`src/blcw_pkg.sv`:
```
// ----------------------------------------------------------------------------
// blcw_pkg: shared types and constants of the line cell walker
// Holds the coordinate widths, the grid limit, the register codes and the
// segment record that goes from the front end to the walker.
// ----------------------------------------------------------------------------
package blcw_pkg;

    // Largest grid side; coordinates are clamped to GRID_MAX - 1.
    localparam int GRID_MAX = 64;

    localparam int COORD_W = 6;
    localparam int SIZE_W  = 7;
    localparam int INDEX_W = 12;
    // The error term stays within about +/- 1.5 times the largest span.
    localparam int ERR_W   = COORD_W + 3;

    localparam logic [COORD_W-1:0] COORD_MAX = COORD_W'(GRID_MAX - 1);
    localparam logic [SIZE_W-1:0]  SIZE_MAX  = SIZE_W'(GRID_MAX);

    // Configuration register indexes.
    localparam int CFG_IDX_W = 1;
    localparam logic [CFG_IDX_W-1:0] REG_GRID_WIDTH  = 1'b0;
    localparam logic [CFG_IDX_W-1:0] REG_GRID_HEIGHT = 1'b1;

    localparam logic [SIZE_W-1:0] GRID_RESET = SIZE_W'(64);

    // Segment queue between front end and walker.
    localparam int QUEUE_DEPTH = 2;
    localparam int QPTR_W      = (QUEUE_DEPTH > 1) ? $clog2(QUEUE_DEPTH) : 1;
    localparam int QCNT_W      = $clog2(QUEUE_DEPTH + 1);

    // One classified segment.
    typedef struct packed {
        logic [COORD_W-1:0] start_x;
        logic [COORD_W-1:0] start_y;
        logic [COORD_W-1:0] end_x;
        logic [COORD_W-1:0] end_y;
        logic [COORD_W-1:0] span_x;
        logic [COORD_W-1:0] span_y;
        logic               x_down;
        logic               y_down;
    } t_seg;

    // Clamp a coordinate to the grid limit.
    function automatic logic [COORD_W-1:0] clamp_coord(input logic [COORD_W-1:0] v);
        return (v > COORD_MAX) ? COORD_MAX : v;
    endfunction

    // Clamp a grid size register to the grid limit.
    function automatic logic [SIZE_W-1:0] clamp_size(input logic [SIZE_W-1:0] v);
        return (v > SIZE_MAX) ? SIZE_MAX : v;
    endfunction

endpackage

```
`src/bresenham_line_cell_walker.sv`:
```
// ----------------------------------------------------------------------------
// bresenham_line_cell_walker: Bresenham line rasterizer over a cell grid
// Walks every cell of a segment in any octant and reports each point with
// its row-major index, its coordinates, a clip flag and an end mark.
//
//   Channel   Direction  Handshake                  Payload
//   segment   in         i_in_valid / o_in_ready    start_x, start_y, end_x, end_y
//   point     out        o_out_valid / i_out_ready  cell_index, cell_x, cell_y,
//                                                   inside_res, last_point
//   config    in         i_cfg_we                   i_cfg_idx, i_cfg_data
//
// A segment yields max(|dx|, |dy|) + 1 points, one per cycle from the walker
// unless stalled; a segment passes the intake register and the queue first.
// The intake register and a two-entry queue take further segments while one
// is being walked, and the next segment starts in the cycle after the end point.
// Synchronous active-low reset empties the queue and the walker and sets both
// grid sizes to 64. A stalled point holds the walker; the intake fills behind it.
// ----------------------------------------------------------------------------
module bresenham_line_cell_walker
    import blcw_pkg::*;
(
    input  logic                 i_clk,
    input  logic                 i_rst_n,
    input  logic                 i_cfg_we,
    input  logic [CFG_IDX_W-1:0] i_cfg_idx,
    input  logic [SIZE_W-1:0]    i_cfg_data,
    input  logic                 i_in_valid,
    output logic                 o_in_ready,
    input  logic [COORD_W-1:0]   i_start_x,
    input  logic [COORD_W-1:0]   i_start_y,
    input  logic [COORD_W-1:0]   i_end_x,
    input  logic [COORD_W-1:0]   i_end_y,
    output logic                 o_out_valid,
    input  logic                 i_out_ready,
    output logic [INDEX_W-1:0]   o_cell_index,
    output logic [COORD_W-1:0]   o_cell_x,
    output logic [COORD_W-1:0]   o_cell_y,
    output logic                 o_inside_res,
    output logic                 o_last_point
);

    logic [SIZE_W-1:0] r_grid_width;
    logic [SIZE_W-1:0] r_grid_height;
    logic              front_valid;
    logic              queue_full_n;
    t_seg              front_seg;
    logic              queue_valid;
    logic              queue_pop;
    t_seg              queue_seg;

    // Configuration registers.
    always_ff @(posedge i_clk) begin
        if (!i_rst_n) begin
            r_grid_width  <= GRID_RESET;
            r_grid_height <= GRID_RESET;
        end else if (i_cfg_we) begin
            unique case (i_cfg_idx)
                REG_GRID_WIDTH:  r_grid_width  <= i_cfg_data;
                REG_GRID_HEIGHT: r_grid_height <= i_cfg_data;
                default: ;
            endcase
        end
    end

    blcw_front u_front (
        .i_clk       (i_clk),
        .i_rst_n     (i_rst_n),
        .i_valid     (i_in_valid),
        .o_ready     (o_in_ready),
        .i_start_x   (i_start_x),
        .i_start_y   (i_start_y),
        .i_end_x     (i_end_x),
        .i_end_y     (i_end_y),
        .o_seg_valid (front_valid),
        .i_seg_ready (queue_full_n),
        .o_seg       (front_seg)
    );

    blcw_queue u_queue (
        .i_clk    (i_clk),
        .i_rst_n  (i_rst_n),
        .i_push   (front_valid),
        .i_data   (front_seg),
        .o_full_n (queue_full_n),
        .i_pop    (queue_pop),
        .o_valid  (queue_valid),
        .o_data   (queue_seg)
    );

    blcw_walk u_walk (
        .i_clk        (i_clk),
        .i_rst_n      (i_rst_n),
        .i_width      (clamp_size(r_grid_width)),
        .i_height     (clamp_size(r_grid_height)),
        .i_seg_valid  (queue_valid),
        .i_seg        (queue_seg),
        .o_seg_pop    (queue_pop),
        .o_valid      (o_out_valid),
        .i_ready      (i_out_ready),
        .o_cell_index (o_cell_index),
        .o_cell_x     (o_cell_x),
        .o_cell_y     (o_cell_y),
        .o_inside_res (o_inside_res),
        .o_last_point (o_last_point)
    );

endmodule

```
`src/blcw_front.sv`:
```
// ----------------------------------------------------------------------------
// blcw_front: segment intake
// Accepts a segment, clamps its endpoints, works out spans and step
// directions, and holds the record until the queue takes it.
// ----------------------------------------------------------------------------
module blcw_front
    import blcw_pkg::*;
(
    input  logic               i_clk,
    input  logic               i_rst_n,
    input  logic               i_valid,
    output logic               o_ready,
    input  logic [COORD_W-1:0] i_start_x,
    input  logic [COORD_W-1:0] i_start_y,
    input  logic [COORD_W-1:0] i_end_x,
    input  logic [COORD_W-1:0] i_end_y,
    output logic               o_seg_valid,
    input  logic               i_seg_ready,
    output t_seg               o_seg
);

    logic r_valid;
    t_seg r_seg;
    t_seg n_seg;
    logic [COORD_W-1:0] x0, y0, x1, y1;

    // Classification of the incoming segment.
    always_comb begin
        x0 = clamp_coord(i_start_x);
        y0 = clamp_coord(i_start_y);
        x1 = clamp_coord(i_end_x);
        y1 = clamp_coord(i_end_y);
        n_seg.start_x = x0;
        n_seg.start_y = y0;
        n_seg.end_x   = x1;
        n_seg.end_y   = y1;
        n_seg.span_x  = (x1 > x0) ? (x1 - x0) : (x0 - x1);
        n_seg.span_y  = (y1 > y0) ? (y1 - y0) : (y0 - y1);
        n_seg.x_down  = !(x0 < x1);
        n_seg.y_down  = !(y0 < y1);
    end

    assign o_ready     = !r_valid || i_seg_ready;
    assign o_seg_valid = r_valid;
    assign o_seg       = r_seg;

    // Holding register; takes a transaction when empty or as the old one leaves.
    always_ff @(posedge i_clk) begin
        if (!i_rst_n) begin
            r_valid <= 1'b0;
        end else if (o_ready) begin
            r_valid <= i_valid;
        end
    end

    always_ff @(posedge i_clk) begin
        if (o_ready && i_valid) begin
            r_seg <= n_seg;
        end
    end

endmodule

```
`src/blcw_queue.sv`:
```
// ----------------------------------------------------------------------------
// blcw_queue: segment queue
// A short first-in first-out queue of classified segments that decouples
// the intake from the walker.
// ----------------------------------------------------------------------------
module blcw_queue
    import blcw_pkg::*;
(
    input  logic i_clk,
    input  logic i_rst_n,
    input  logic i_push,
    input  t_seg i_data,
    output logic o_full_n,
    input  logic i_pop,
    output logic o_valid,
    output t_seg o_data
);

    t_seg              r_mem [QUEUE_DEPTH];
    logic [QPTR_W-1:0] r_wr_ptr;
    logic [QPTR_W-1:0] r_rd_ptr;
    logic [QCNT_W-1:0] r_count;
    logic              do_push;
    logic              do_pop;

    assign o_full_n = (r_count != QCNT_W'(QUEUE_DEPTH));
    assign o_valid  = (r_count != '0);
    assign o_data   = r_mem[r_rd_ptr];
    assign do_push  = i_push && o_full_n;
    assign do_pop   = i_pop && o_valid;

    // Storage.
    always_ff @(posedge i_clk) begin
        if (do_push) begin
            r_mem[r_wr_ptr] <= i_data;
        end
    end

    // Pointers and fill count.
    always_ff @(posedge i_clk) begin
        if (!i_rst_n) begin
            r_wr_ptr <= '0;
            r_rd_ptr <= '0;
            r_count  <= '0;
        end else begin
            if (do_push) begin
                r_wr_ptr <= (r_wr_ptr == QPTR_W'(QUEUE_DEPTH - 1)) ? '0 : r_wr_ptr + 1'b1;
            end
            if (do_pop) begin
                r_rd_ptr <= (r_rd_ptr == QPTR_W'(QUEUE_DEPTH - 1)) ? '0 : r_rd_ptr + 1'b1;
            end
            if (do_push && !do_pop) begin
                r_count <= r_count + 1'b1;
            end else if (do_pop && !do_push) begin
                r_count <= r_count - 1'b1;
            end
        end
    end

endmodule

```
`src/blcw_walk.sv`:
```
// ----------------------------------------------------------------------------
// blcw_walk: Bresenham walker
// Steps through the cells of one segment per queue entry, one point per cycle
// unless stalled; drives the result register with index, clip flag, end mark.
// ----------------------------------------------------------------------------
module blcw_walk
    import blcw_pkg::*;
(
    input  logic               i_clk,
    input  logic               i_rst_n,
    input  logic [SIZE_W-1:0]  i_width,
    input  logic [SIZE_W-1:0]  i_height,
    input  logic               i_seg_valid,
    input  t_seg               i_seg,
    output logic               o_seg_pop,
    output logic               o_valid,
    input  logic               i_ready,
    output logic [INDEX_W-1:0] o_cell_index,
    output logic [COORD_W-1:0] o_cell_x,
    output logic [COORD_W-1:0] o_cell_y,
    output logic               o_inside_res,
    output logic               o_last_point
);

    // Walk state.
    logic                     r_active;
    logic [COORD_W-1:0]       r_x, r_y, r_tx, r_ty;
    logic signed [ERR_W-1:0]  r_dx, r_dy, r_err;
    logic                     r_x_down, r_y_down;

    // Result register.
    logic                     r_out_valid;
    logic [INDEX_W-1:0]       r_index;
    logic [COORD_W-1:0]       r_ox, r_oy;
    logic                     r_inside, r_last;

    logic                     advance;
    logic                     is_last;
    logic                     in_grid;
    logic [COORD_W+SIZE_W:0]  full_index;
    logic signed [ERR_W:0]    e2;
    logic                     step_x, step_y;
    logic signed [ERR_W-1:0]  n_err;
    logic [COORD_W-1:0]       n_x, n_y;

    assign advance   = r_active && (!r_out_valid || i_ready);
    assign is_last   = (r_x == r_tx) && (r_y == r_ty);
    assign o_seg_pop = i_seg_valid && (!r_active || (advance && is_last));

    // Point classification and row-major index.
    always_comb begin
        in_grid    = ({1'b0, r_x} < i_width) && ({1'b0, r_y} < i_height);
        full_index = (COORD_W+SIZE_W+1)'(r_y) * (COORD_W+SIZE_W+1)'(i_width)
                   + (COORD_W+SIZE_W+1)'(r_x);
    end

    // Next point along the error term.
    always_comb begin
        e2     = {r_err, 1'b0};
        step_x = (e2 >= (ERR_W+1)'(r_dy));
        step_y = (e2 <= (ERR_W+1)'(r_dx));
        n_err  = r_err;
        n_x    = r_x;
        n_y    = r_y;
        if (step_x) begin
            n_err = n_err + r_dy;
            n_x   = r_x_down ? (r_x - 1'b1) : (r_x + 1'b1);
        end
        if (step_y) begin
            n_err = n_err + r_dx;
            n_y   = r_y_down ? (r_y - 1'b1) : (r_y + 1'b1);
        end
    end

    // Walker control.
    always_ff @(posedge i_clk) begin
        if (!i_rst_n) begin
            r_active <= 1'b0;
        end else if (o_seg_pop) begin
            r_active <= 1'b1;
        end else if (advance && is_last) begin
            r_active <= 1'b0;
        end
    end

    // Walker datapath: load a new segment or step to the next point.
    always_ff @(posedge i_clk) begin
        if (o_seg_pop) begin
            r_x      <= i_seg.start_x;
            r_y      <= i_seg.start_y;
            r_tx     <= i_seg.end_x;
            r_ty     <= i_seg.end_y;
            r_dx     <= ERR_W'(i_seg.span_x);
            r_dy     <= -$signed(ERR_W'(i_seg.span_y));
            r_err    <= $signed(ERR_W'(i_seg.span_x)) - $signed(ERR_W'(i_seg.span_y));
            r_x_down <= i_seg.x_down;
            r_y_down <= i_seg.y_down;
        end else if (advance) begin
            r_x   <= n_x;
            r_y   <= n_y;
            r_err <= n_err;
        end
    end

    // Result valid flag.
    always_ff @(posedge i_clk) begin
        if (!i_rst_n) begin
            r_out_valid <= 1'b0;
        end else if (advance) begin
            r_out_valid <= 1'b1;
        end else if (i_ready) begin
            r_out_valid <= 1'b0;
        end
    end

    // Result payload.
    always_ff @(posedge i_clk) begin
        if (advance) begin
            r_index  <= in_grid ? full_index[INDEX_W-1:0] : '0;
            r_ox     <= r_x;
            r_oy     <= r_y;
            r_inside <= in_grid;
            r_last   <= is_last;
        end
    end

    assign o_valid      = r_out_valid;
    assign o_cell_index = r_index;
    assign o_cell_x     = r_ox;
    assign o_cell_y     = r_oy;
    assign o_inside_res = r_inside;
    assign o_last_point = r_last;

endmodule

```
`config.mk`:
```
export PLATFORM = sky130hd
export DESIGN_NAME = bresenham_line_cell_walker
export DESIGN_NICKNAME = d
export VERILOG_FILES = /design/src/blcw_pkg.sv /design/src/bresenham_line_cell_walker.sv /design/src/blcw_front.sv /design/src/blcw_queue.sv /design/src/blcw_walk.sv
export SDC_FILE = /design/constraint.sdc
export NUM_CORES = 1
export LEC_CHECK = 0
export ABC_AREA = 0
export BUFFER_PORTS_ARGS = -buffer_cell sky130_fd_sc_hd__buf_2
export CAP_MARGIN = 5
export CORE_MARGIN = 1.5
export CORE_UTILIZATION = 40
export DETAILED_ROUTE_END_ITERATION = 12
export HOLD_SLACK_MARGIN = 0.03
export PLACE_DENSITY_LB_ADDON = 0.1
export SLEW_MARGIN = 20
export SYNTH_ARGS = -nofsm -noshare
export SYNTH_HDL_FRONTEND = slang
export SYNTH_SLANG_ARGS = --single-unit
```
`constraint.sdc`:
```
create_clock -name i_clk -period 4.95 [get_ports i_clk]
set_clock_uncertainty 0.1 [all_clocks]
set_input_delay 0.495 -clock i_clk [delete_from_list [all_inputs] [get_ports i_clk]]
set_output_delay 0.495 -clock i_clk [all_outputs]
set_load 0.01 [all_outputs]
```
==> results summary <==
The run finished with clean final reports. Data arrives at the worst endpoint at 4.74 ns. The clock transition at the registers of the reported paths is 0.06 ns.

The max-slew violation count came out at 0. The final cell area excluding filler cells is 0.0140 sq mm. Entering global routing, the biggest net connects 45 pins.

The clock period minus final worst setup slack came out at 4.59 ns. The actual transition at the worst max-transition pin came out at 1.05 ns. The area growth from synthesis to layout is 15.1%. The number of vias after detailed routing came out at 7224.

In this run the standard cell core region covers 0.0298 sq mm. Summed over all nets, the half-perimeter wirelength after detailed placement is 17800 um. The via count of the first global-routing pass is 7270. After detailed routing, the number of remaining DRC violations is 0. The min-delay analysis places its worst path in the category in2reg. CTS placed an instance of sky130_fd_sc_hd__clkbuf_16 at the clock tree root. The share of total power in combinational logic came out at 39.3%. The smallest hold slack came out at 0.0625 ns.

Counting flops and latches in the post-synthesis netlist gives 212. Sequential elements use 50.5% of the synthesized area. The port buffer count came out at 64. Dividing total power by cell area gives a power density of 615 mW/mm^2. The switching power is 2.98 mW.

The number of DRC violations after detailed-routing iteration 0 came out at 420. The cell row count is 63. The maximum buffer depth of the clock tree is 3.

The part of the power in registers is 33.6%. The number of distinct library cells after synthesis came out at 65. The number of antenna violations at the first check in global routing is 0. The synthesized area per cell is 12.1 sq um. The switching portion of total power is 34.6%. The area of the mapped netlist came out at 0.0122 sq mm. Walking the worst path, the cells encountered are nor2b_2 -> inv_1 -> nor2_1 -> fa_1 -> ha_1 -> inv_1 -> fa_1 -> inv_1 -> fa_1 -> ha_1 -> a21oi_1 -> o21bai_1 -> a2111oi_2 -> o31ai_1 -> xnor2_1 -> nor2_1.

The share of synthesized flip-flops with an asynchronous set or reset is 0%. The number of top-level design ports is 65. In this run, post-CTS repair resized a total of 0 instances. Leaving out fill and tap cells, the most frequent cells in the layout are 190 x sky130_fd_sc_hd__edfxtp_1, 108 x sky130_fd_sc_hd__ha_1, 91 x sky130_fd_sc_hd__inv_1. The final standard cell utilization of the core is 47.0%.

The per-cell via count in the routed design is 4.89. The post-CTS repair timing setup buffer count is 0. The clock tree from TritonCTS is done. The die height is 177 um. The die area came out at 0.0315 sq mm. The most frequently used flop master after synthesis is sky130_fd_sc_hd__edfxtp_1. The fraction of final layout cells with drive strength greater than 1 is 16.2%. The average routed wire per standard cell is 16.0 um.

The final wirelength is 23600 um. Summing internal, switching and leakage power gives 8.60 mW. The number of nets in the synthesized netlist came out at 1183. The startpoint class of the critical path is a register.

In this run the cell area measured after placement is 0.0129 sq mm. TritonCTS created 26 clock buffers. The die width is 177 um. The total count of hold-check failures in the final report is 0. The overall track demand over capacity in global routing came out at 15.6%.

The count of warnings emitted by yosys came out at 0. The total of endpoints with negative setup slack in the final report is 0. The post-synthesis instance total is 1006. The reported max-cap violation count came out at 0.

For the final routed database, the setup TNS stands at 0 ns. Across the VDD grid, the largest voltage drop is 0.000260 V. Leaving out fill and tap cells, the most frequent cell in the layout is sky130_fd_sc_hd__edfxtp_1. On the critical path, the stage with the largest delay is an instance of sky130_fd_sc_hd__fa_1.

The TritonCTS sink count is 212. The global route total overflow is 0. The number of buffers added to fix hold violations after cts came out at 0. The worst setup path is captured at a register. The net count of the finished layout is 1245.

Setup repair after global routing left no endpoint under its margin. The count of filler cells inserted in the layout came out at 2731. The worst setup path is of the reg2reg kind. The first-pass GRT wire length is 38600 um.

The clock insertion delay at the later pin of the skew report came out at 0.54 ns. The number of antenna diodes in the final layout is 0. The clock network accounts for 27.1% of the total power.

The highest clock rate came out at 0.218 GHz. The worst relative slew slack is 30.2%. The count of flip-flops with a built-in enable after synthesis is 190. The endpoint required time on the critical path came out at 5.10 ns.

For this run, the detailed router's first-pass iteration total came to 4. The leakage power figure came out at 5.73 nW. The internal power consumption came out at 5.63 mW. The delay contributed by the slowest stage of the critical path came out at 0.53 ns. The period utilization is 92.7%.

Along the worst path, the maximum fanout reaches 7. The count of H-tree levels built during CTS is 1. The global placer's final weighted congestion is 0.805. In this run the remaining antenna-violating nets after routing total 0. The initial core utilization came out at 40.8%.
## through the flow
step	setup WS, ns	std cells
2_1_floorplan	0.443	1006
3_3_place_gp	0.316	1430
3_5_place_dp	0.244	1430
4_1_cts	0.232	1478
5_1_grt	0.0470	1478
6_report	0.361	1478
## routing by layer
metal / routed length, um / global-route usage, %
met3: 787 / 2.36
met5: 0 / 0
met1: 11800 / 22.5
met2: 10600 / 24.6
met4: 422 / 3.57
## final timing paths
check,startpoint,to,slack [ns],cells after the start
worst min register to register,u_front.o_seg[30],u_queue.r_mem[1][30],0.34,0
worst max-delay path,r_grid_width[6],u_walk.o_cell_index[11],0.36,16
worst max register to register,r_grid_width[6],u_walk.o_cell_index[11],0.36,16
worst min-delay path,i_start_y[3],u_front.o_seg[29],0.06,1
## synth_stat cells (all sizes together), types with 4 or more instances
cell / n / area, sq um
o211ai: 7 / 52.6
a31oi: 5 / 31.3
nor2b: 31 / 194
and2: 29 / 181
o21bai: 8 / 71.3
a21o: 16 / 120
nand2b: 14 / 87.6
o21ai: 39 / 203
fa: 32 / 641
nor3: 11 / 60.1
ha: 108 / 1350
and3: 4 / 30.0
o21a: 8 / 60.1
mux2: 23 / 263
a21boi: 11 / 82.6
buf: 9 / 61.3
xor2: 18 / 158
nand2: 57 / 214
nand3: 16 / 80.1
nor2: 43 / 169
or3: 5 / 36.3
inv: 91 / 342
xnor2: 43 / 377
a211oi: 12 / 105
dfxtp: 22 / 440
edfxtp: 190 / 5710
clkbuf: 38 / 143
mux2i: 35 / 350
nand4: 7 / 50.1
a21oi: 48 / 248
## power by group through the flow
| stage | Sequential, mW | Combinational (mW) | Clock (mW) |
|---|---|---|---|
| after CTS | 2.91 | 3.44 | 2.39 |
| after detailed placement | 2.94 | 3.41 | 0 |
| after global routing | 2.95 | 3.89 | 2.46 |
| final | 2.89 | 3.38 | 2.33 |
| after global placement | 2.94 | 3.39 | 0 |
| after floorplan | 2.84 | 2.59 | 0 |
## cell families (layout without fill, tap and decap cells)
logic type	after synthesis	after routing	share of synthesized area [%]
AO/OA/AOI/OAI	172	172	9.60
XOR/XNOR	61	61	4.39
adder cells (fa/ha/maj)	140	140	16.4
buffers and inverters	138	220	4.49
flip-flops	212	212	50.5
multiplexers	58	58	5.04
AND/OR/NAND/NOR	225	225	9.57
## critical path, delay by kind of cell (launching register included)
| kind | cells | cell delay (ns) |
|---|---|---|
| XOR/XNOR | 1 | 0.17 |
| AND/OR/NAND/NOR | 3 | 0.46 |
| flip-flops | 1 | 0.38 |
| buffers and inverters | 3 | 0.20 |
| AO/OA/AOI/OAI | 4 | 0.96 |
| adder cells (fa/ha/maj) | 5 | 2.04 |
## area by class of cell
| class | count | area [sq um] | share of cell area, % |
|---|---|---|---|
| sequential | 212 | 6150 | 43.9 |
| multi-input combinational | 656 | 5500 | 39.3 |
| clock buffer | 28 | 658 | 4.70 |
| tap | 390 | 488 | 3.49 |
| timing repair buffer | 81 | 448 | 3.20 |
| clock inverter | 20 | 417 | 2.98 |
| inverter | 91 | 342 | 2.44 |
## sequential cells by signal (all words and copies together) (netlist names), 7 cells and up, named ones only
register	count
u_queue.r_mem	76
u_front.o_seg	38
u_walk.o_cell_index	12
u_walk.r_dy	9
u_walk.r_err	9
r_grid_height	7
r_grid_width	7
(Power assumes the default switching activity.)
